**config.mk**
```make
export PLATFORM = sky130hd
export DESIGN_NAME = instruction_boundary_predecoder
export DESIGN_NICKNAME = d
export VERILOG_FILES = /design/src/sv/ibp_pkg.sv /design/src/sv/instruction_boundary_predecoder.sv /design/src/sv/ibp_decode.sv
export SDC_FILE = /design/constraint.sdc
export NUM_CORES = 1
export LEC_CHECK = 0
export BUFFER_PORTS_ARGS = -buffer_cell sky130_fd_sc_hd__buf_4
export CORE_MARGIN = 2
export CORE_UTILIZATION = 45
export CTS_CLUSTER_DIAMETER = 120
export DETAILED_ROUTE_END_ITERATION = 10
export PLACE_DENSITY = 0.64
export SYNTH_ARGS = -nofsm -noshare
export SYNTH_HDL_FRONTEND = slang
export SYNTH_SLANG_ARGS = --single-unit
```
**constraint.sdc**
```tcl
create_clock -name clk -period 4.5 [get_ports clk]
set_input_delay 0.45 -clock clk [delete_from_list [all_inputs] [get_ports clk]]
set_output_delay 0.45 -clock clk [all_outputs]
set_load 0.01 [all_outputs]
```
**src/sv/ibp_pkg.sv**
```systemverilog
// ibp_pkg: beat types, opcode attribute table and constants for the
// instruction boundary predecoder
// no dependencies
package ibp_pkg;

  localparam int ADDR_W = 16;

  localparam logic [7:0] PREFIX_BYTE = 8'hCB;

  // attribute bits: [1:0] immediate byte count
  localparam int AT_BRK_BIT = 2;
  localparam int AT_ABS_BIT = 3;
  localparam int AT_REL_BIT = 4;
  localparam int AT_UND_BIT = 7;

  typedef struct packed {
    logic [7:0] code_byte;
    logic       buffer_end;
  } in_beat_t;

  typedef struct packed {
    logic [ADDR_W-1:0] instr_address;
    logic [1:0]        instr_length;
    logic [7:0]        first_byte;
    logic [15:0]       operand_value;
    logic              is_data;
    logic              breaks_flow;
    logic              target_valid;
    logic [ADDR_W-1:0] target_address;
    logic              closes_buffer;
  } out_beat_t;

  function automatic logic [7:0] op_attr(input logic [7:0] op);
    logic [7:0] a;
    case (op)
      8'h01, 8'h08, 8'h11, 8'h21, 8'h31: a = 8'h02;
      8'h06, 8'h0E, 8'h10, 8'h16, 8'h1E: a = 8'h01;
      8'h26, 8'h2E, 8'h36, 8'h3E:        a = 8'h01;
      8'h18:                             a = 8'h15;
      8'h20, 8'h28, 8'h30, 8'h38:        a = 8'h11;
      8'hC2, 8'hCA, 8'hD2, 8'hDA:        a = 8'h0A;
      8'hC3:                             a = 8'h0E;
      8'hC4, 8'hCC, 8'hCD, 8'hD4, 8'hDC: a = 8'h02;
      8'hEA, 8'hFA:                      a = 8'h02;
      8'hC6, 8'hCE, 8'hD6, 8'hDE:        a = 8'h01;
      8'hE0, 8'hE6, 8'hE8, 8'hEE:        a = 8'h01;
      8'hF0, 8'hF6, 8'hF8, 8'hFE:        a = 8'h01;
      8'hC9, 8'hD9, 8'hE9:               a = 8'h04;
      8'hD3, 8'hDB, 8'hDD, 8'hE3, 8'hE4: a = 8'h80;
      8'hEB, 8'hEC, 8'hED, 8'hF4, 8'hFC: a = 8'h80;
      8'hFD:                             a = 8'h80;
      default:                           a = 8'h00;
    endcase
    return a;
  endfunction

endpackage

```
**src/sv/instruction_boundary_predecoder.sv**
```systemverilog
// instruction_boundary_predecoder: splits a code byte stream into instructions,
// one byte beat in per cycle, at most one instruction beat out per byte beat.
// A beat passes through the input register, then the result register, with
// the attribute lookup and phase update between them; a new byte is taken
// every cycle as long as the result register can drain.
// depends on ibp_pkg and ibp_decode
module instruction_boundary_predecoder
  import ibp_pkg::*;
(
  input  logic              clk,
  input  logic              rst,
  input  logic              cfg_write,
  input  logic [ADDR_W-1:0] cfg_data,
  input  logic              in_valid,
  output logic              in_ready,
  input  in_beat_t          in_data,
  output logic              out_valid,
  input  logic              out_ready,
  output out_beat_t         out_data
);

  logic [ADDR_W-1:0] base_address;
  logic              stage_valid;
  in_beat_t          stage_beat;
  logic              step;
  logic              emit;
  out_beat_t         result;

  assign step     = stage_valid && (!out_valid || out_ready);
  assign in_ready = !stage_valid || step;

  always_ff @(posedge clk) begin
    if (rst) begin
      base_address <= '0;
    end else if (cfg_write) begin
      base_address <= cfg_data;
    end
  end

  always_ff @(posedge clk) begin
    if (rst) begin
      stage_valid <= 1'b0;
    end else if (in_ready) begin
      stage_valid <= in_valid;
    end
  end

  always_ff @(posedge clk) begin
    if (in_ready && in_valid) begin
      stage_beat <= in_data;
    end
  end

  ibp_decode u_decode (
    .clk          (clk),
    .rst          (rst),
    .base_address (base_address),
    .step         (step),
    .beat         (stage_beat),
    .emit         (emit),
    .result       (result)
  );

  always_ff @(posedge clk) begin
    if (rst) begin
      out_valid <= 1'b0;
    end else if (step) begin
      out_valid <= emit;
    end else if (out_ready) begin
      out_valid <= 1'b0;
    end
  end

  always_ff @(posedge clk) begin
    if (step && emit) begin
      out_data <= result;
    end
  end

endmodule

```
**src/sv/ibp_decode.sv**
```systemverilog
// ibp_decode: boundary tracking state and result formation for one byte beat
// depends on ibp_pkg
module ibp_decode
  import ibp_pkg::*;
(
  input  logic              clk,
  input  logic              rst,
  input  logic [ADDR_W-1:0] base_address,
  input  logic              step,
  input  in_beat_t          beat,
  output logic              emit,
  output out_beat_t         result
);

  logic [15:0]       byte_position;
  logic [7:0]        held_opcode;
  logic [1:0]        bytes_still_needed;
  logic [7:0]        low_operand_byte;
  logic [ADDR_W-1:0] start_address;

  logic [15:0]       byte_position_next;
  logic [7:0]        held_opcode_next;
  logic [1:0]        bytes_still_needed_next;
  logic [7:0]        low_operand_byte_next;
  logic [ADDR_W-1:0] start_address_next;

  logic [ADDR_W-1:0] addr;
  logic [7:0]        attr_new;
  logic [7:0]        attr_held;
  logic [7:0]        b;
  logic              last;

  function automatic out_beat_t data_item(input logic [ADDR_W-1:0] a, input logic [7:0] op,
                                          input logic closes);
    out_beat_t r;
    r                = '0;
    r.instr_address  = a;
    r.instr_length   = 2'd1;
    r.first_byte     = op;
    r.is_data        = 1'b1;
    r.closes_buffer  = closes;
    return r;
  endfunction

  function automatic out_beat_t instr_item(input logic [ADDR_W-1:0] a, input logic [7:0] op,
                                           input logic [7:0] at, input logic [15:0] operand,
                                           input logic closes);
    out_beat_t r;
    r                = '0;
    r.instr_address  = a;
    r.instr_length   = at[1:0] + 2'd1;
    r.first_byte     = op;
    r.operand_value  = operand;
    r.breaks_flow    = at[AT_BRK_BIT];
    r.closes_buffer  = closes;
    if (at[AT_REL_BIT]) begin
      r.target_valid   = 1'b1;
      r.target_address = a + ADDR_W'(2) + {{(ADDR_W-8){operand[7]}}, operand[7:0]};
    end else if (at[AT_ABS_BIT]) begin
      r.target_valid   = 1'b1;
      r.target_address = operand[ADDR_W-1:0];
    end
    return r;
  endfunction

  assign b         = beat.code_byte;
  assign last      = beat.buffer_end;
  assign addr      = base_address + byte_position[ADDR_W-1:0];
  assign attr_new  = op_attr(b);
  assign attr_held = op_attr(held_opcode);

  always_comb begin
    emit                    = 1'b0;
    result                  = '0;
    held_opcode_next        = held_opcode;
    bytes_still_needed_next = bytes_still_needed;
    low_operand_byte_next   = low_operand_byte;
    start_address_next      = start_address;
    if (bytes_still_needed == 2'd0) begin
      start_address_next = addr;
      held_opcode_next   = b;
      if (b == PREFIX_BYTE) begin
        if (last) begin
          emit   = 1'b1;
          result = data_item(addr, b, 1'b1);
        end else begin
          bytes_still_needed_next = 2'd1;
        end
      end else if (attr_new[AT_UND_BIT]) begin
        emit   = 1'b1;
        result = data_item(addr, b, last);
      end else if (attr_new[1:0] == 2'd0) begin
        emit   = 1'b1;
        result = instr_item(addr, b, attr_new, 16'h0000, last);
      end else if (last) begin
        emit   = 1'b1;
        result = data_item(addr, b, 1'b1);
      end else begin
        bytes_still_needed_next = attr_new[1:0];
      end
    end else begin
      if (held_opcode == PREFIX_BYTE) begin
        emit                    = 1'b1;
        result.instr_address    = start_address;
        result.instr_length     = 2'd2;
        result.first_byte       = PREFIX_BYTE;
        result.operand_value    = {8'h00, b};
        result.closes_buffer    = last;
        bytes_still_needed_next = 2'd0;
      end else if (attr_held[1:0] == 2'd2 && bytes_still_needed == 2'd2) begin
        low_operand_byte_next   = b;
        bytes_still_needed_next = 2'd1;
        if (last) begin
          emit   = 1'b1;
          result = data_item(start_address, held_opcode, 1'b1);
        end
      end else begin
        emit   = 1'b1;
        result = instr_item(start_address, held_opcode, attr_held,
                            (attr_held[1:0] == 2'd2) ? {b, low_operand_byte} : {8'h00, b},
                            last);
        bytes_still_needed_next = 2'd0;
      end
    end
    if (last) begin
      byte_position_next      = 16'h0000;
      bytes_still_needed_next = 2'd0;
    end else begin
      byte_position_next = byte_position + 16'd1;
    end
  end

  always_ff @(posedge clk) begin
    if (rst) begin
      byte_position      <= '0;
      held_opcode        <= '0;
      bytes_still_needed <= '0;
      low_operand_byte   <= '0;
      start_address      <= '0;
    end else if (step) begin
      byte_position      <= byte_position_next;
      held_opcode        <= held_opcode_next;
      bytes_still_needed <= bytes_still_needed_next;
      low_operand_byte   <= low_operand_byte_next;
      start_address      <= start_address_next;
    end
  end

endmodule
```
Word-level counts from Yosys, hierarchy flattened
Memory sizes are Yosys's and may differ from the RTL's. A register that Yosys moved wholly into a read port is not among the register bits.
Cells that the tools add are included.
{"block": "totals", "mem_bits_rw": 0, "word_cells": 85, "memories": 2, "inputBits": 30, "mem_bits_ro": 3072, "latch_bits": 0, "out_inout_bits": 64, "register_bits": 139}
{"block": "classes", "reduce_logical": 14, "n_eq_ne": 6, "shift": 0, "n_div": 0, "magnitude_cmp": 0, "mux": 35, "n_mul": 0, "bitwise_logic": 2, "n_addsub": 7}
{"memory": "(name not given)", "words": 256, "width": 6, "read_ports": 1, "rd_clocked_by_memory_dff": 1, "write_ports": 0, "line": "ibp_pkg.sv:35", "source": "case (op)"}
{"memory": "(name not given)", "words": 256, "width": 6, "read_ports": 1, "rd_clocked_by_memory_dff": 1, "write_ports": 0, "line": "ibp_pkg.sv:35"}
{"cell": "$mux 62", "count": 7}
{"cell": "$mux 17", "count": 4}
{"cell": "$mux 42", "count": 1}
{"cell": "$add 16x16->16", "count": 2}
{"cell": "$add 16x2->16 const B", "count": 2}
{"cell": "$mux 16", "count": 2}
{"cell": "$mux 8", "count": 3}
{"cell": "$mux 19", "count": 1}
{"cell": "$add 16x1->16 const B", "count": 1}
{"cell": "$eq 8x8->1 const B", "count": 2}
{"cell": "$mux 2", "count": 6}
{"cell": "$mux 1", "count": 11}
{"cell": "$ne 4x4->1 const B", "count": 2}
{"cell": "$add 2x1->2 const B", "count": 2}
{"cell": "$eq 2x2->1 const B", "count": 2}
{"cell": "$logic_and 1x1->1", "count": 4}
{"cell": "$logic_not 2->1", "count": 2}
{"cell": "$reduce_and 4->1", "count": 1}
{"cell": "$reduce_and 3->1", "count": 1}
{"cell": "$logic_not 1->1", "count": 2}
{"cell": "$logic_or 1x1->1", "count": 2}
{"cell": "$not 1->1", "count": 2}
{"cell": "$reduce_and 2->1", "count": 1}
{"cell": "$reduce_bool 2->1", "count": 1}

Logic depth before layout (Yosys ltp)
{"block": "logic_depth", "ltp_word": 7, "ltp_mapped": 16, "depth_no_buf": 15}

Cells and area by module
From an unflattened synthesis, not the netlist that was laid out.
{"block": "hier_totals", "cells_unflattened": 886, "hier_area_um2": 8334.2}
{"module": "ibp_decode", "area_each_um2": 5530.3, "seq_area_each_um2": 1101.1, "cells_each": 752, "instances": 1}
{"module": "instruction_boundary_predecoder", "area_each_um2": 2803.9, "seq_area_each_um2": 2492.4, "cells_each": 134, "instances": 1}

Worst setup path after synthesis
OpenSTA, ideal clock, no wires.
{"block": "synth_timing", "path_kind": "flip-flop to flip-flop", "startpoint": "reg u_decode.bytes_still_needed[0]", "endpoint": "reg out_data[0] in the netlist's numbering (enable)", "path_buffers": 0, "setup_slack_ns": 0.025, "stages_incl_launch_ff": 6, "arrival_time_ns": 3.990, "synth_period_minus_slack_ns": 4.475, "setup_time_ns": 0.484, "cell_sequence": "dfxtp_1 -> nor2_2 -> nor3_1 -> or2_0 -> nor2_1 -> nor2_1"}
{"block": "synth_via", "elab_chain_cells": 6}
{"item": "start, declared", "line": "ibp_decode.sv:17", "source": "logic [1:0] bytes_still_needed;"}
{"item": "start signal, assigned", "line": "ibp_decode.sv:143", "source": "bytes_still_needed <= bytes_still_needed_next;"}
{"item": "$eq 2x2->1", "line": "ibp_decode.sv:110", "source": "end else if (attr_held[1:0] == 2'd2 && bytes_still_needed == 2'd2) begin"}
{"item": "$logic_and 1x1->1", "line": "ibp_decode.sv:110"}
{"item": "$mux 1", "line": "ibp_decode.sv:110"}
{"item": "$mux 1", "line": "ibp_decode.sv:102", "source": "if (held_opcode == PREFIX_BYTE) begin"}
{"item": "$mux 1 *", "line": "ibp_decode.sv:79", "source": "if (bytes_still_needed == 2'd0) begin"}
{"item": "$logic_and 1x1->1 *", "line": "instruction_boundary_predecoder.sv:75", "source": "if (step && emit) begin"}
{"item": "end signal, assigned", "line": "instruction_boundary_predecoder.sv:76", "source": "out_data <= result;"}
{"item": "end, declared", "line": "instruction_boundary_predecoder.sv:19", "source": "output out_beat_t out_data"}
Mark *: on every way between the ends. The rest lies on a longest branch, timed or not.
A chain may end at the register's enable or synchronous reset.

==> flow_summary.json <==
{
  "placementRows": 50,
  "drtIter0Drc": 483,
  "grt_pass1_vias": 6522,
  "viasPerCell": 5.72,
  "io_buffers": 93,
  "diodes": 0,
  "cts_root_buffer": "clkbuf_16",
  "report.final.slew_viol_count": 0,
  "min_path_type": "primary input to flop",
  "cts_tree": "built",
  "clk_latency_ns": 0.43,
  "synthTopCellsByArea": "edfxtp_1 25%, dfxtp_1 18%, ha_1 6.8%",
  "cts_resized": 0,
  "synth_top_area_frac": 0.248,
  "synth_area_mm2": 0.00860,
  "grt_start_max_net_pins": 62,
  "setup_viol": 0,
  "grt_overflow_total": 0,
  "synth_cell_type_count": 83,
  "cts_max_path_buffers": 2,
  "coreArea_mm2": 0.0187,
  "postCtsSetupBuffers": 0,
  "postCtsHoldBufs": 0,
  "swShare": 0.258,
  "cp-end-kind": "flop",
  "cpLargestDelayFamily": "compound AO/OA/AOI/OAI gates",
  "first_pass_iters": 5,
  "clock_skew_ns": 0.00941,
  "hpwl_um": 16600,
  "setup_tns_ns": 0,
  "area_growth_pct": 17.7,
  "initial_utilization": 0.460,
  "final_layout_size_suffix_gt1_frac": 0.170,
  "internal_power_mw": 2.64,
  "dieArea_mm2": 0.0202,
  "drt-total-wl_um": 22500,
  "antenna_left": 0,
  "worstMarginPinSlew_ns": 0.920,
  "path_cells": "nor2b_1, mux2i_1, inv_1, ha_1, ha_1, a2111oi_0, inv_1, o21ai_0, a31oi_1, and3_1, nor3_1, nand3_1",
  "ir_drop_v": 0.000276,
  "synth_edf_count": 71,
  "yosysSeqAreaShare": 0.432,
  "pre_cts_ws_ns": 0.707,
  "synth_seq_cells": 150,
  "timing.final.crit_share": 0.866,
  "crit_fanout": 8,
  "grt_pass1_wl_um": 34900,
  "final_hold_viol_count": 0,
  "route.detailed.drc": 0,
  "die_w_um": 142,
  "crit_path_start_kind": "flop",
  "cp_num_buf_inv": 2,
  "yosysTopAreaCell": "edfxtp_1",
  "syn_nets": 986,
  "yosysWarnings": 0,
  "wl_per_cell_um": 18.3,
  "synthArstFlopShare": 0,
  "critPathKind": "flop to flop",
  "io_pins": 94,
  "status": "complete, no violations",
  "comb_power_share": 0.135,
  "cp_data_required_time_ns": 4.67,
  "setup_slack_ns": 0.604,
  "fp.dieH_um": 142,
  "nets": 1060,
  "clkSinkCount": 150,
  "p_switching_uw": 918,
  "vias": 7029,
  "ctsHtreeMaxLevel": 4,
  "yosysMostFrequentCell": "nor2_1",
  "ys.flop_type": "dfxtp_1",
  "synthCells": 907,
  "clkTransAtPathRegs_ns": 0.06,
  "fmax_mhz": 257,
  "power.share.sequential": 0.431,
  "antenna_found_initial": 0,
  "cap_violations": 0,
  "relSlewSlack": 0.386,
  "grt_use_total": 0.224,
  "clock_power_share": 0.434,
  "place_congestion": 0.907,
  "power.density_mw_per_mm2": 351,
  "synth_common_cells": "95 x nor2_1, 89 x nand2_1, 79 x dfxtp_1",
  "syn_avg_cell_area_um2": 9.48,
  "slowest_delay_ns": 0.62,
  "fin_crit_ns": 3.90,
  "grt_setup_unrepaired": "no",
  "cts_buffers": 17,
  "critical_path_arrival_ns": 4.07,
  "power_leakage_nw": 4.14,
  "crit_slowest_cell": "a2111oi_0"
}
==> metal layers <==
layer | GRT usage | vias up | routed length, um
met4 | 0.0579 | 0 | 312
met2 | 0.357 | 194 | 10500
met1 | 0.315 | 3351 | 10600
met3 | 0.0410 | 21 | 1160
met5 | 0 | - | 0
li1 | - | 3463 | -
==> layout make-up <==
| class | instances | area, um^2 |
|---|---|---|
| fillers | 1702 | 8580 |
| multi-input cells | 676 | 4560 |
| flip-flops and latches | 150 | 3710 |
| repair buffers | 108 | 811 |
| clock buffers | 18 | 439 |
| well taps | 234 | 293 |
| clock inverters | 14 | 196 |
| inverters | 28 | 105 |
==> placed cells by master (no fill, tap or decap), drive strengths merged, types with 22 or more instances in the layout <==
| cell | count |
|---|---|
| a21oi | 60 |
| inv | 31 |
| dfxtp | 79 |
| o21ai | 44 |
| ha | 47 |
| edfxtp | 71 |
| xor2 | 27 |
| nand2 | 89 |
| buf | 108 |
| xnor2 | 22 |
| nand3 | 25 |
| nor3 | 25 |
| nor2 | 97 |
| mux2i | 41 |
==> cells by family (layout without fill, tap and decap cells) <==
family | count (synthesis) | in the layout | synth area share
compound gates | 215 | 215 | 0.168
xor+xnor | 49 | 49 | 0.0508
fa+ha+maj | 49 | 49 | 0.0731
buf+inv | 81 | 168 | 0.0381
flops | 150 | 150 | 0.432
mux | 46 | 46 | 0.0562
simple gates | 317 | 317 | 0.182
==> through the flow <==
| step | utilization | instance area (um^2) | hold WS, ns | total power, mW | instances |
|---|---|---|---|---|---|
| finish | 0.541 | 10100 | 0.199 | 3.55 | 1228 |
| global route | 0.541 | 10100 | 0.182 | 3.68 | 1228 |
| CTS | 0.541 | 10100 | 0.189 | 3.57 | 1228 |
| detailed placement | 0.507 | 9490 | 0.470 | 2.04 | 1196 |
| global placement | 0.507 | 9490 | 0.461 | 2.03 | 1196 |
| floorplan | - | 8600 | 0.424 | 1.87 | 907 |
==> final timing paths <==
kind | depth (start not counted) | end | slack, ns | start
setup reg to reg | 12 | out_data[16]$_DFFE_PP_ | 0.60 | u_decode.attr_held[1]$_DFF_P_
setup / recovery | 12 | out_data[16]$_DFFE_PP_ | 0.60 | u_decode.attr_held[1]$_DFF_P_
hold / removal | 1 | stage_beat[0]$_DFFE_PP_ | 0.20 | in_data[0]
hold reg to reg | 2 | u_decode.start_address[13]$_SDFFE_PP0P_ | 0.48 | u_decode.start_address[13]$_SDFFE_PP0P_
==> registers in the layout (all words and copies together), names as in the netlist <==
name	count
u_decode.attr_new	6
out_data	62
stage_valid	1
u_decode.bytes_still_needed	2
base_address	16
stage_beat	9
out_valid	1
u_decode.attr_held	5
u_decode.byte_position	16
u_decode.low_operand_byte	8
u_decode.start_address	16
u_decode.held_opcode	8
==> power groups by stage <==
stage	Clock, mW	Combinational, mW	Sequential [mW]
2_1_floorplan	0	0.302	1.56
3_3_place_gp	0	0.473	1.56
3_5_place_dp	0	0.474	1.56
4_1_cts	1.56	0.477	1.53
5_1_grt	1.61	0.526	1.54
6_report	1.54	0.478	1.53
No activity file was read; power rests on OpenSTA's default activity.
